File: src/sv/assert_macros.svh
// assertion helpers used by the rtl queue file
`ifndef ASSERT_MACROS_SVH
`define ASSERT_MACROS_SVH

// plain property check on the rising clock edge, off while reset is high
`define ASSERT_CHECK(label, clk, rst, prop) \
  label: assert property (@(posedge clk) disable iff (rst) prop) \
    else $error("assertion failed");

// same-cycle implication
`define ASSERT_IMPLIES(label, clk, rst, ante, cons) \
  `ASSERT_CHECK(label, clk, rst, (ante) |-> (cons))

`endif

File: src/sv/qtse_pkg.sv
// ----------------------------------------------------------------------------
// qtse_pkg
// types and character codes shared by the token splitter modules
// ----------------------------------------------------------------------------
`default_nettype none

package qtse_pkg;

  localparam int MaxRes = 6;
  localparam int CntW   = $clog2(MaxRes + 1);

  localparam logic [7:0] CH_BSLASH = 8'h5C;
  localparam logic [7:0] CH_QUOTE  = 8'h22;
  localparam logic [7:0] CH_SPACE  = 8'h20;
  localparam logic [7:0] CH_TAB    = 8'h09;
  localparam logic [7:0] CH_NL     = 8'h0A;
  localparam logic [7:0] CH_BEL    = 8'h07;
  localparam logic [7:0] CH_BS     = 8'h08;
  localparam logic [7:0] CH_FF     = 8'h0C;
  localparam logic [7:0] CH_CR     = 8'h0D;
  localparam logic [7:0] CH_LA     = 8'h61;
  localparam logic [7:0] CH_LB     = 8'h62;
  localparam logic [7:0] CH_LF     = 8'h66;
  localparam logic [7:0] CH_LN     = 8'h6E;
  localparam logic [7:0] CH_LR     = 8'h72;
  localparam logic [7:0] CH_LT     = 8'h74;
  localparam logic [7:0] CH_LX     = 8'h78;
  localparam logic [7:0] CH_D0     = 8'h30;
  localparam logic [7:0] CH_D7     = 8'h37;
  localparam logic [7:0] CH_D8     = 8'h38;
  localparam logic [7:0] CH_D9     = 8'h39;
  localparam logic [7:0] CH_UA     = 8'h41;
  localparam logic [7:0] CH_UF     = 8'h46;
  localparam logic [7:0] CH_LOWF   = 8'h66;

  typedef enum logic [1:0] {
    KIND_BYTE      = 2'd0,
    KIND_TOKEN_END = 2'd1,
    KIND_LINE_END  = 2'd2
  } kind_t;

  typedef enum logic [2:0] {
    PH_IDLE = 3'd0,
    PH_ESC  = 3'd1,
    PH_HEX1 = 3'd2,
    PH_HEX2 = 3'd3,
    PH_OCT2 = 3'd4,
    PH_OCT3 = 3'd5
  } phase_t;

  typedef struct packed {
    kind_t      kind;
    logic [7:0] data;
  } res_ent_t;

  typedef struct packed {
    logic [CntW-1:0]           count;
    res_ent_t [MaxRes-1:0]     ent;
  } bundle_t;

  typedef struct packed {
    logic empty;
    logic full;
  } q_stat_t;

endpackage

`default_nettype wire

File: src/sv/qtse_front.sv
// ----------------------------------------------------------------------------
// qtse_front
// accepts input words, runs the quoting and escape state and builds one
// bundle of results per word
// ----------------------------------------------------------------------------
`default_nettype none

module qtse_front
  import qtse_pkg::*;
(
  input  wire logic       clk,
  input  wire logic       rst,
  input  wire logic       in_valid,
  output logic            in_ready,
  input  wire logic [7:0] in_byte,
  input  wire logic       line_end,
  input  wire q_stat_t    q_stat,
  output logic            push,
  output bundle_t         push_data
);

  logic       token_open, token_open_next;
  logic       quoting, quoting_next;
  phase_t     phase, phase_next;
  logic [7:0] held0, held0_next;
  logic [7:0] held1, held1_next;

  logic            accept;
  logic            do_bail, do_plain, do_fin;
  logic [7:0]      fin_val;
  logic [1:0]      feed_cnt, end_cnt;
  logic [CntW-1:0] n;
  bundle_t         bund;
  logic            is_blank;

  function automatic logic is_hex(input logic [7:0] b);
    return (b >= CH_D0 && b <= CH_D9) || (b >= CH_LA && b <= CH_LOWF) ||
           (b >= CH_UA && b <= CH_UF);
  endfunction

  function automatic logic [3:0] hex_val(input logic [7:0] b);
    logic [7:0] v;
    if (b >= CH_D0 && b <= CH_D9) v = b - CH_D0;
    else if (b >= CH_LA && b <= CH_LOWF) v = b - CH_LA + 8'd10;
    else v = b - CH_UA + 8'd10;
    return v[3:0];
  endfunction

  function automatic logic is_oct(input logic [7:0] b);
    return b >= CH_D0 && b <= CH_D7;
  endfunction

  function automatic logic [1:0] held_cnt(input phase_t p);
    logic [1:0] c;
    unique case (p)
      PH_HEX1, PH_OCT2: c = 2'd1;
      PH_HEX2, PH_OCT3: c = 2'd2;
      default:          c = 2'd0;
    endcase
    return c;
  endfunction

  assign in_ready = !q_stat.full;
  assign accept   = in_valid && in_ready;
  assign is_blank = (in_byte == CH_SPACE) || (in_byte == CH_TAB) || (in_byte == CH_NL);

  always_comb begin
    token_open_next = token_open;
    quoting_next    = quoting;
    phase_next      = phase;
    held0_next      = held0;
    held1_next      = held1;
    do_bail         = 1'b0;
    do_plain        = 1'b0;
    do_fin          = 1'b0;
    fin_val         = in_byte;
    feed_cnt        = held_cnt(phase);
    end_cnt         = 2'd0;
    n               = '0;
    bund            = '0;

    // decode step for the pending escape
    unique case (phase)
      PH_ESC: begin
        priority if (in_byte == CH_LA) begin
          do_fin = 1'b1; fin_val = CH_BEL;
        end else if (in_byte == CH_LB) begin
          do_fin = 1'b1; fin_val = CH_BS;
        end else if (in_byte == CH_LF) begin
          do_fin = 1'b1; fin_val = CH_FF;
        end else if (in_byte == CH_LN) begin
          do_fin = 1'b1; fin_val = CH_NL;
        end else if (in_byte == CH_LR) begin
          do_fin = 1'b1; fin_val = CH_CR;
        end else if (in_byte == CH_LT) begin
          do_fin = 1'b1; fin_val = CH_TAB;
        end else if (in_byte == CH_LX) begin
          held0_next = in_byte; phase_next = PH_HEX1;
        end else if (in_byte == CH_D8 || in_byte == CH_D9) begin
          do_bail = 1'b1; do_plain = 1'b1;
        end else if (is_oct(in_byte)) begin
          held0_next = in_byte; phase_next = PH_OCT2;
        end else begin
          do_fin = 1'b1;
        end
      end
      PH_HEX1: begin
        if (is_hex(in_byte)) begin
          held1_next = in_byte; phase_next = PH_HEX2;
        end else begin
          do_bail = 1'b1; do_plain = 1'b1;
        end
      end
      PH_HEX2: begin
        if (is_hex(in_byte)) begin
          do_fin = 1'b1; fin_val = {hex_val(held1), hex_val(in_byte)};
        end else begin
          do_bail = 1'b1; do_plain = 1'b1;
        end
      end
      PH_OCT2: begin
        if (is_oct(in_byte)) begin
          held1_next = in_byte; phase_next = PH_OCT3;
        end else begin
          do_bail = 1'b1; do_plain = 1'b1;
        end
      end
      PH_OCT3: begin
        if (is_oct(in_byte)) begin
          do_fin = 1'b1; fin_val = {held0[1:0], held1[2:0], in_byte[2:0]};
        end else begin
          do_bail = 1'b1; do_plain = 1'b1;
        end
      end
      default: begin
        phase_next = PH_IDLE;
        do_plain   = 1'b1;
      end
    endcase

    // malformed escape: literal backslash then held bytes
    if (do_bail) begin
      bund.ent[n] = '{kind: KIND_BYTE, data: CH_BSLASH}; n = n + 1'b1;
      if (feed_cnt != 2'd0) begin
        bund.ent[n] = '{kind: KIND_BYTE, data: held0}; n = n + 1'b1;
      end
      if (feed_cnt == 2'd2) begin
        bund.ent[n] = '{kind: KIND_BYTE, data: held1}; n = n + 1'b1;
      end
      token_open_next = 1'b1;
      phase_next      = PH_IDLE;
    end

    if (do_fin) begin
      bund.ent[n] = '{kind: KIND_BYTE, data: fin_val}; n = n + 1'b1;
      token_open_next = 1'b1;
      phase_next      = PH_IDLE;
    end

    if (do_plain) begin
      priority if (in_byte == CH_BSLASH) begin
        phase_next = PH_ESC;
      end else if (is_blank && !quoting_next) begin
        if (token_open_next) begin
          bund.ent[n] = '{kind: KIND_TOKEN_END, data: 8'h00}; n = n + 1'b1;
          token_open_next = 1'b0;
        end
      end else begin
        if (in_byte == CH_QUOTE) quoting_next = !quoting_next;
        bund.ent[n] = '{kind: KIND_BYTE, data: in_byte}; n = n + 1'b1;
        token_open_next = 1'b1;
      end
    end

    // line end closes everything
    if (line_end) begin
      end_cnt = held_cnt(phase_next);
      if (phase_next != PH_IDLE) begin
        bund.ent[n] = '{kind: KIND_BYTE, data: CH_BSLASH}; n = n + 1'b1;
        if (end_cnt != 2'd0) begin
          bund.ent[n] = '{kind: KIND_BYTE, data: held0_next}; n = n + 1'b1;
        end
        if (end_cnt == 2'd2) begin
          bund.ent[n] = '{kind: KIND_BYTE, data: held1_next}; n = n + 1'b1;
        end
        token_open_next = 1'b1;
      end
      phase_next = PH_IDLE;
      if (token_open_next) begin
        bund.ent[n] = '{kind: KIND_TOKEN_END, data: 8'h00}; n = n + 1'b1;
      end
      bund.ent[n] = '{kind: KIND_LINE_END, data: 8'h00}; n = n + 1'b1;
      token_open_next = 1'b0;
      quoting_next    = 1'b0;
    end

    bund.count = n;
  end

  assign push      = accept && (n != '0);
  assign push_data = bund;

  always_ff @(posedge clk) begin
    if (rst) begin
      token_open <= 1'b0;
      quoting    <= 1'b0;
      phase      <= PH_IDLE;
    end else if (accept) begin
      token_open <= token_open_next;
      quoting    <= quoting_next;
      phase      <= phase_next;
    end
  end

  always_ff @(posedge clk) begin
    if (accept) begin
      held0 <= held0_next;
      held1 <= held1_next;
    end
  end

endmodule

`default_nettype wire

File: src/sv/qtse_queue.sv
// ----------------------------------------------------------------------------
// qtse_queue
// two-entry bundle queue between the front and the back
// ----------------------------------------------------------------------------
`default_nettype none

`include "assert_macros.svh"

module qtse_queue
  import qtse_pkg::*;
(
  input  wire logic    clk,
  input  wire logic    rst,
  input  wire logic    push,
  input  wire bundle_t push_data,
  input  wire logic    pop,
  output bundle_t      head,
  output q_stat_t      q_stat
);

  bundle_t    mem [2];
  logic       wr_ptr;
  logic       rd_ptr;
  logic [1:0] count;

  assign q_stat.empty = (count == 2'd0);
  assign q_stat.full  = (count == 2'd2);
  assign head         = mem[rd_ptr];

  always_ff @(posedge clk) begin
    if (push) mem[wr_ptr] <= push_data;
  end

  always_ff @(posedge clk) begin
    if (rst) begin
      wr_ptr <= 1'b0;
      rd_ptr <= 1'b0;
      count  <= 2'd0;
    end else begin
      if (push) wr_ptr <= !wr_ptr;
      if (pop)  rd_ptr <= !rd_ptr;
      count <= count + {1'b0, push} - {1'b0, pop};
    end
  end

  `ASSERT_IMPLIES(a_no_push_full, clk, rst, q_stat.full, !push)
  `ASSERT_IMPLIES(a_no_pop_empty, clk, rst, q_stat.empty, !pop)
  `ASSERT_IMPLIES(a_ptr_match, clk, rst, count != 2'd1, wr_ptr == rd_ptr)

endmodule

`default_nettype wire

File: src/sv/qtse_back.sv
// ----------------------------------------------------------------------------
// qtse_back
// walks the head bundle and sends its results out one word per cycle while out_ready is high
// ----------------------------------------------------------------------------
`default_nettype none

module qtse_back
  import qtse_pkg::*;
(
  input  wire logic    clk,
  input  wire logic    rst,
  input  wire bundle_t head,
  input  wire q_stat_t q_stat,
  output logic         pop,
  output logic         out_valid,
  input  wire logic    out_ready,
  output logic [1:0]   kind,
  output logic [7:0]   out_byte,
  output logic         last
);

  logic [CntW-1:0] idx;
  res_ent_t        cur;

  assign cur       = head.ent[idx];
  assign out_valid = !q_stat.empty;
  assign kind      = cur.kind;
  assign out_byte  = cur.data;
  assign last      = (idx == head.count - 1'b1);
  assign pop       = out_valid && out_ready && last;

  always_ff @(posedge clk) begin
    if (rst) begin
      idx <= '0;
    end else if (out_valid && out_ready) begin
      idx <= last ? '0 : idx + 1'b1;
    end
  end

endmodule

`default_nettype wire

File: src/sv/quoted_token_splitter_with_escapes_unit.sv
// ----------------------------------------------------------------------------
// quoted_token_splitter_with_escapes_unit
// splits a command line into tokens with quoting and c escape decoding
//
//   channel | signals                                | dir
//   input   | in_valid in_ready in_byte line_end     | in
//   output  | out_valid out_ready kind out_byte last | out
//
// an input word is taken while in_ready is high and yields up to six results
// results leave one per cycle while out_ready is high
// throughput is set by the one-result-per-cycle output serializer
// a two-entry bundle queue lets input continue while the output stalls, until it fills
// synchronous reset clears the parse state and the queue, no clearing pass
// ----------------------------------------------------------------------------
`default_nettype none

module quoted_token_splitter_with_escapes_unit
  import qtse_pkg::*;
(
  input  wire logic       clk,
  input  wire logic       rst,
  input  wire logic       in_valid,
  output logic            in_ready,
  input  wire logic [7:0] in_byte,
  input  wire logic       line_end,
  output logic            out_valid,
  input  wire logic       out_ready,
  output logic [1:0]      kind,
  output logic [7:0]      out_byte,
  output logic            last
);

  logic    push;
  logic    pop;
  bundle_t push_data;
  bundle_t head;
  q_stat_t q_stat;

  qtse_front u_front (
    .clk       (clk),
    .rst       (rst),
    .in_valid  (in_valid),
    .in_ready  (in_ready),
    .in_byte   (in_byte),
    .line_end  (line_end),
    .q_stat    (q_stat),
    .push      (push),
    .push_data (push_data)
  );

  qtse_queue u_queue (
    .clk       (clk),
    .rst       (rst),
    .push      (push),
    .push_data (push_data),
    .pop       (pop),
    .head      (head),
    .q_stat    (q_stat)
  );

  qtse_back u_back (
    .clk       (clk),
    .rst       (rst),
    .head      (head),
    .q_stat    (q_stat),
    .pop       (pop),
    .out_valid (out_valid),
    .out_ready (out_ready),
    .kind      (kind),
    .out_byte  (out_byte),
    .last      (last)
  );

endmodule

`default_nettype wire

File: config.mk
export PLATFORM = sky130hd
export DESIGN_NAME = quoted_token_splitter_with_escapes_unit
export DESIGN_NICKNAME = d
export VERILOG_FILES = /design/src/sv/qtse_pkg.sv /design/src/sv/qtse_front.sv /design/src/sv/qtse_queue.sv /design/src/sv/qtse_back.sv /design/src/sv/quoted_token_splitter_with_escapes_unit.sv
export VERILOG_INCLUDE_DIRS = /design/src /design/src/sv
export SDC_FILE = /design/constraint.sdc
export NUM_CORES = 1
export LEC_CHECK = 0
export ABC_AREA = 1
export BUFFER_PORTS_ARGS = -buffer_cell sky130_fd_sc_hd__clkbuf_2
export CORE_ASPECT_RATIO = 1.4
export CORE_MARGIN = 1
export CORE_UTILIZATION = 55
export DETAILED_ROUTE_END_ITERATION = 6
export GPL_TIMING_DRIVEN = 0
export PLACE_DENSITY = 0.7
export REMOVE_ABC_BUFFERS = 1
export SYNTH_ARGS = -nofsm -noshare
export SYNTH_HDL_FRONTEND = slang
export SYNTH_SLANG_ARGS = --single-unit
File: constraint.sdc
create_clock -name clk -period 10.05 [get_ports clk]
set_clock_uncertainty 0.2 [all_clocks]
set_input_delay 1.5075 -clock clk [delete_from_list [all_inputs] [get_ports clk]]
set_output_delay 1.5075 -clock clk [all_outputs]
set_load 0.05 [all_outputs]
==> results.ini <==
[final_layout]
fin_area_mm2 = 0.0104
syn_to_final_growth_pct = 10.2
multi_input_area_mm2 = 0.00429
nets = 1119
post_route_cells_drive_above_1_share_pct = 13.9
final.fill_count = 1462
regArea_mm2 = 0.00453
diodes = 0
final_core_util_pct = 62.2

[floorplan]
start_util_pct = 56.4
die_h_um = 157
ioPinCount = 26
die_x_um = 113
rows = 56
die-area_mm2 = 0.0177
core-area_mm2 = 0.0167

[logic_synthesis]
synthFlopType = edfxtp_1
ys_ff_latch = 155
yosysTopAreaCell = edfxtp_1
ys_seq_area_share_pct = 47.9
synth_area_leaders = edfxtp_1 (45%), nand2_1 (6.2%), nor2_1 (5.6%)
netlist_top_cells_count = nand2_1 (156), edfxtp_1 (142), nor2_1 (141)
synth_area_mm2 = 0.00945
yosys.cell_count.top_type = nand2_1
syn-instance-count = 1067
synth_edf_count = 142
ys_warn_count = 0
async_flop_share_pct = 0
synth_top_area_share_pct = 45.1
avgSynthCellArea_um2 = 8.86
ys_types = 58

[clock_tree]
clk_pin_slew_ns = 0.06
cts_root_buf = clkbuf_16
post_cts_resized = 0
htree_levels = 4
cts_tree = done
numCtsBuffers = 17
post_cts_buffers = 0
clockBufferDepth = 2
insertion_delay_ns = 0.43
postCtsHoldBufs = 0
cts.sinks = 155

[detailed_routing]
drtIter0Drc = 742
wl_per_cell_um = 21.1
drc = 0
drt_wl_total_um = 27400
vias = 7949
vias_per_cell = 6.11
drtPass1Iterations = 5
postRouteAntennaNets = 0

[sta]
tns_ns = 0
worst_pin_slew_ns = 1.07
slew_viol_final = 0
rsz0062_at_grt = no
fin_crit_ns = 8.83
hold_viol_final = 0
slew_headroom_pct = 28.0
whs_ns = 0.264
period_share_pct = 87.8
fmax_ghz = 0.113
setup_viol = 0

[placement]
place.gp.congestion = 1.00
port_buffers = 25
placed_area_mm2 = 0.00983
place.detailed.hpwl_um = 20800

[critical_path]
crit_type = primary input to register
critPathRequiredTime_ns = 9.99
endpoint_kind = register
slowest_delay_ns = 0.65
cp-start-kind = primary input
crit_slowest_cell = nor2_4
cp.arrival_ns = 8.76
critPathMaxFanout = 23

[power]
powerDensity_mw_per_mm2 = 173
power_leakage_nw = 4.03
total_power_mw = 1.80
vdd_drop_max_uv = 96.2

[grt]
grt_pass1_wl_um = 41600
first_global_vias = 7304
antenna_found_initial = 0
grt-ovfl-total = 0
track_usage_pct = 32.1
grt_max_degree = 43

[worst_hold_path]
hold_class = register to register

[flow_run]
cap_violations = 0

[outcome]
status = completed

-- stage by stage --
step | cells | setup WS [ns]
after floorplan | 1034 | 0.440
after global placement | 1262 | -2.45
after detailed placement | 1268 | 0.846
after CTS | 1300 | 1.30
after global routing | 1300 | 0.761
final | 1300 | 1.22
-- routing by layer --
| metal | share of wire, % | GRT usage, % |
|---|---|---|
| met5 | 0 | 0 |
| met2 | 52 | 58.1 |
| met4 | 4.2 | 15.6 |
| met3 | 5.0 | 4.62 |
| met1 | 39 | 37.3 |
-- worst max-delay path: cells and delay by family --
family / cells / cell delay [ns]
AOI/OAI and AO/OA: 6 / 1.55
adders and majority gates: 7 / 2.05
and+or+nand+nor: 15 / 2.53
buffers and inverters: 7 / 1.06
-- placed cells by master, fill, tap and decap left out, types with 9 or more instances in the layout --
cell / instances
nor2_1: 140
o21ai_0: 98
clkbuf_2: 25
o21ai_1: 17
ha_1: 22
o211ai_1: 9
nand3_2: 9
nand4_1: 11
o32ai_1: 19
nand2_1: 156
nand3_1: 31
inv_2: 17
o221ai_1: 21
nor2_2: 9
edfxtp_1: 142
mux2i_1: 19
a21oi_1: 42
nor3_1: 15
clkbuf_16: 17
nand2_2: 20
o22ai_1: 22
inv_1: 115
dfxtp_1: 11
-- cells by family (layout without fill, tap and decap cells) --
family	after synthesis	after routing	synth area share, %
xor gates and xnor gates	8	8	0.742
other	1	2	0.0397
AOI/OAI and AO/OA	278	278	18.7
DFF	155	155	47.9
and+or+nand+nor	417	417	20.9
muxes	19	19	2.01
buffers and inverters	167	196	6.83
adders and majority gates	22	22	2.91
-- sequential cells by signal, summed over array words and instances (netlist names), named ones only --
signal	cells
u_queue.mem	126
u_front.held0	8
u_front.held1	8
u_back.idx	3
u_front.phase	3
u_queue.count	2
u_front.quoting	1
u_front.token_open	1
u_queue.rd_ptr	1
u_queue.wr_ptr	1
-- layout make-up --
class	instances	share of cell area (%)
well taps	203	2.44
repair buffers	31	2.50
multi-input cells	746	41.2
inverters	133	4.80
flip-flops and latches	155	43.5
clock buffers	17	4.09
clock inverters	15	1.49
-- path summary, 6_finish.rpt --
path / startpoint / slack (ns) / end / cells after the start
min: u_queue.rd_ptr / 0.26 / register / 2
min reg2reg: u_queue.rd_ptr / 0.26 / register / 2
max reg2reg: u_front.phase[0] / 2.78 / u_queue.mem[0][22] / 29
max: in_byte[0] / 1.22 / u_queue.mem[0][22] / 35
-- report_power, final --
group / switching [mW] / internal, mW / leakage [nW]
clock network: 0.283 / 0.349 / 0.282
logic: 0.257 / 0.102 / 2.29
registers: 0.0357 / 0.773 / 1.46
total: 0.576 / 1.23 / 4.03
No activity file was read; power rests on OpenSTA's default activity.
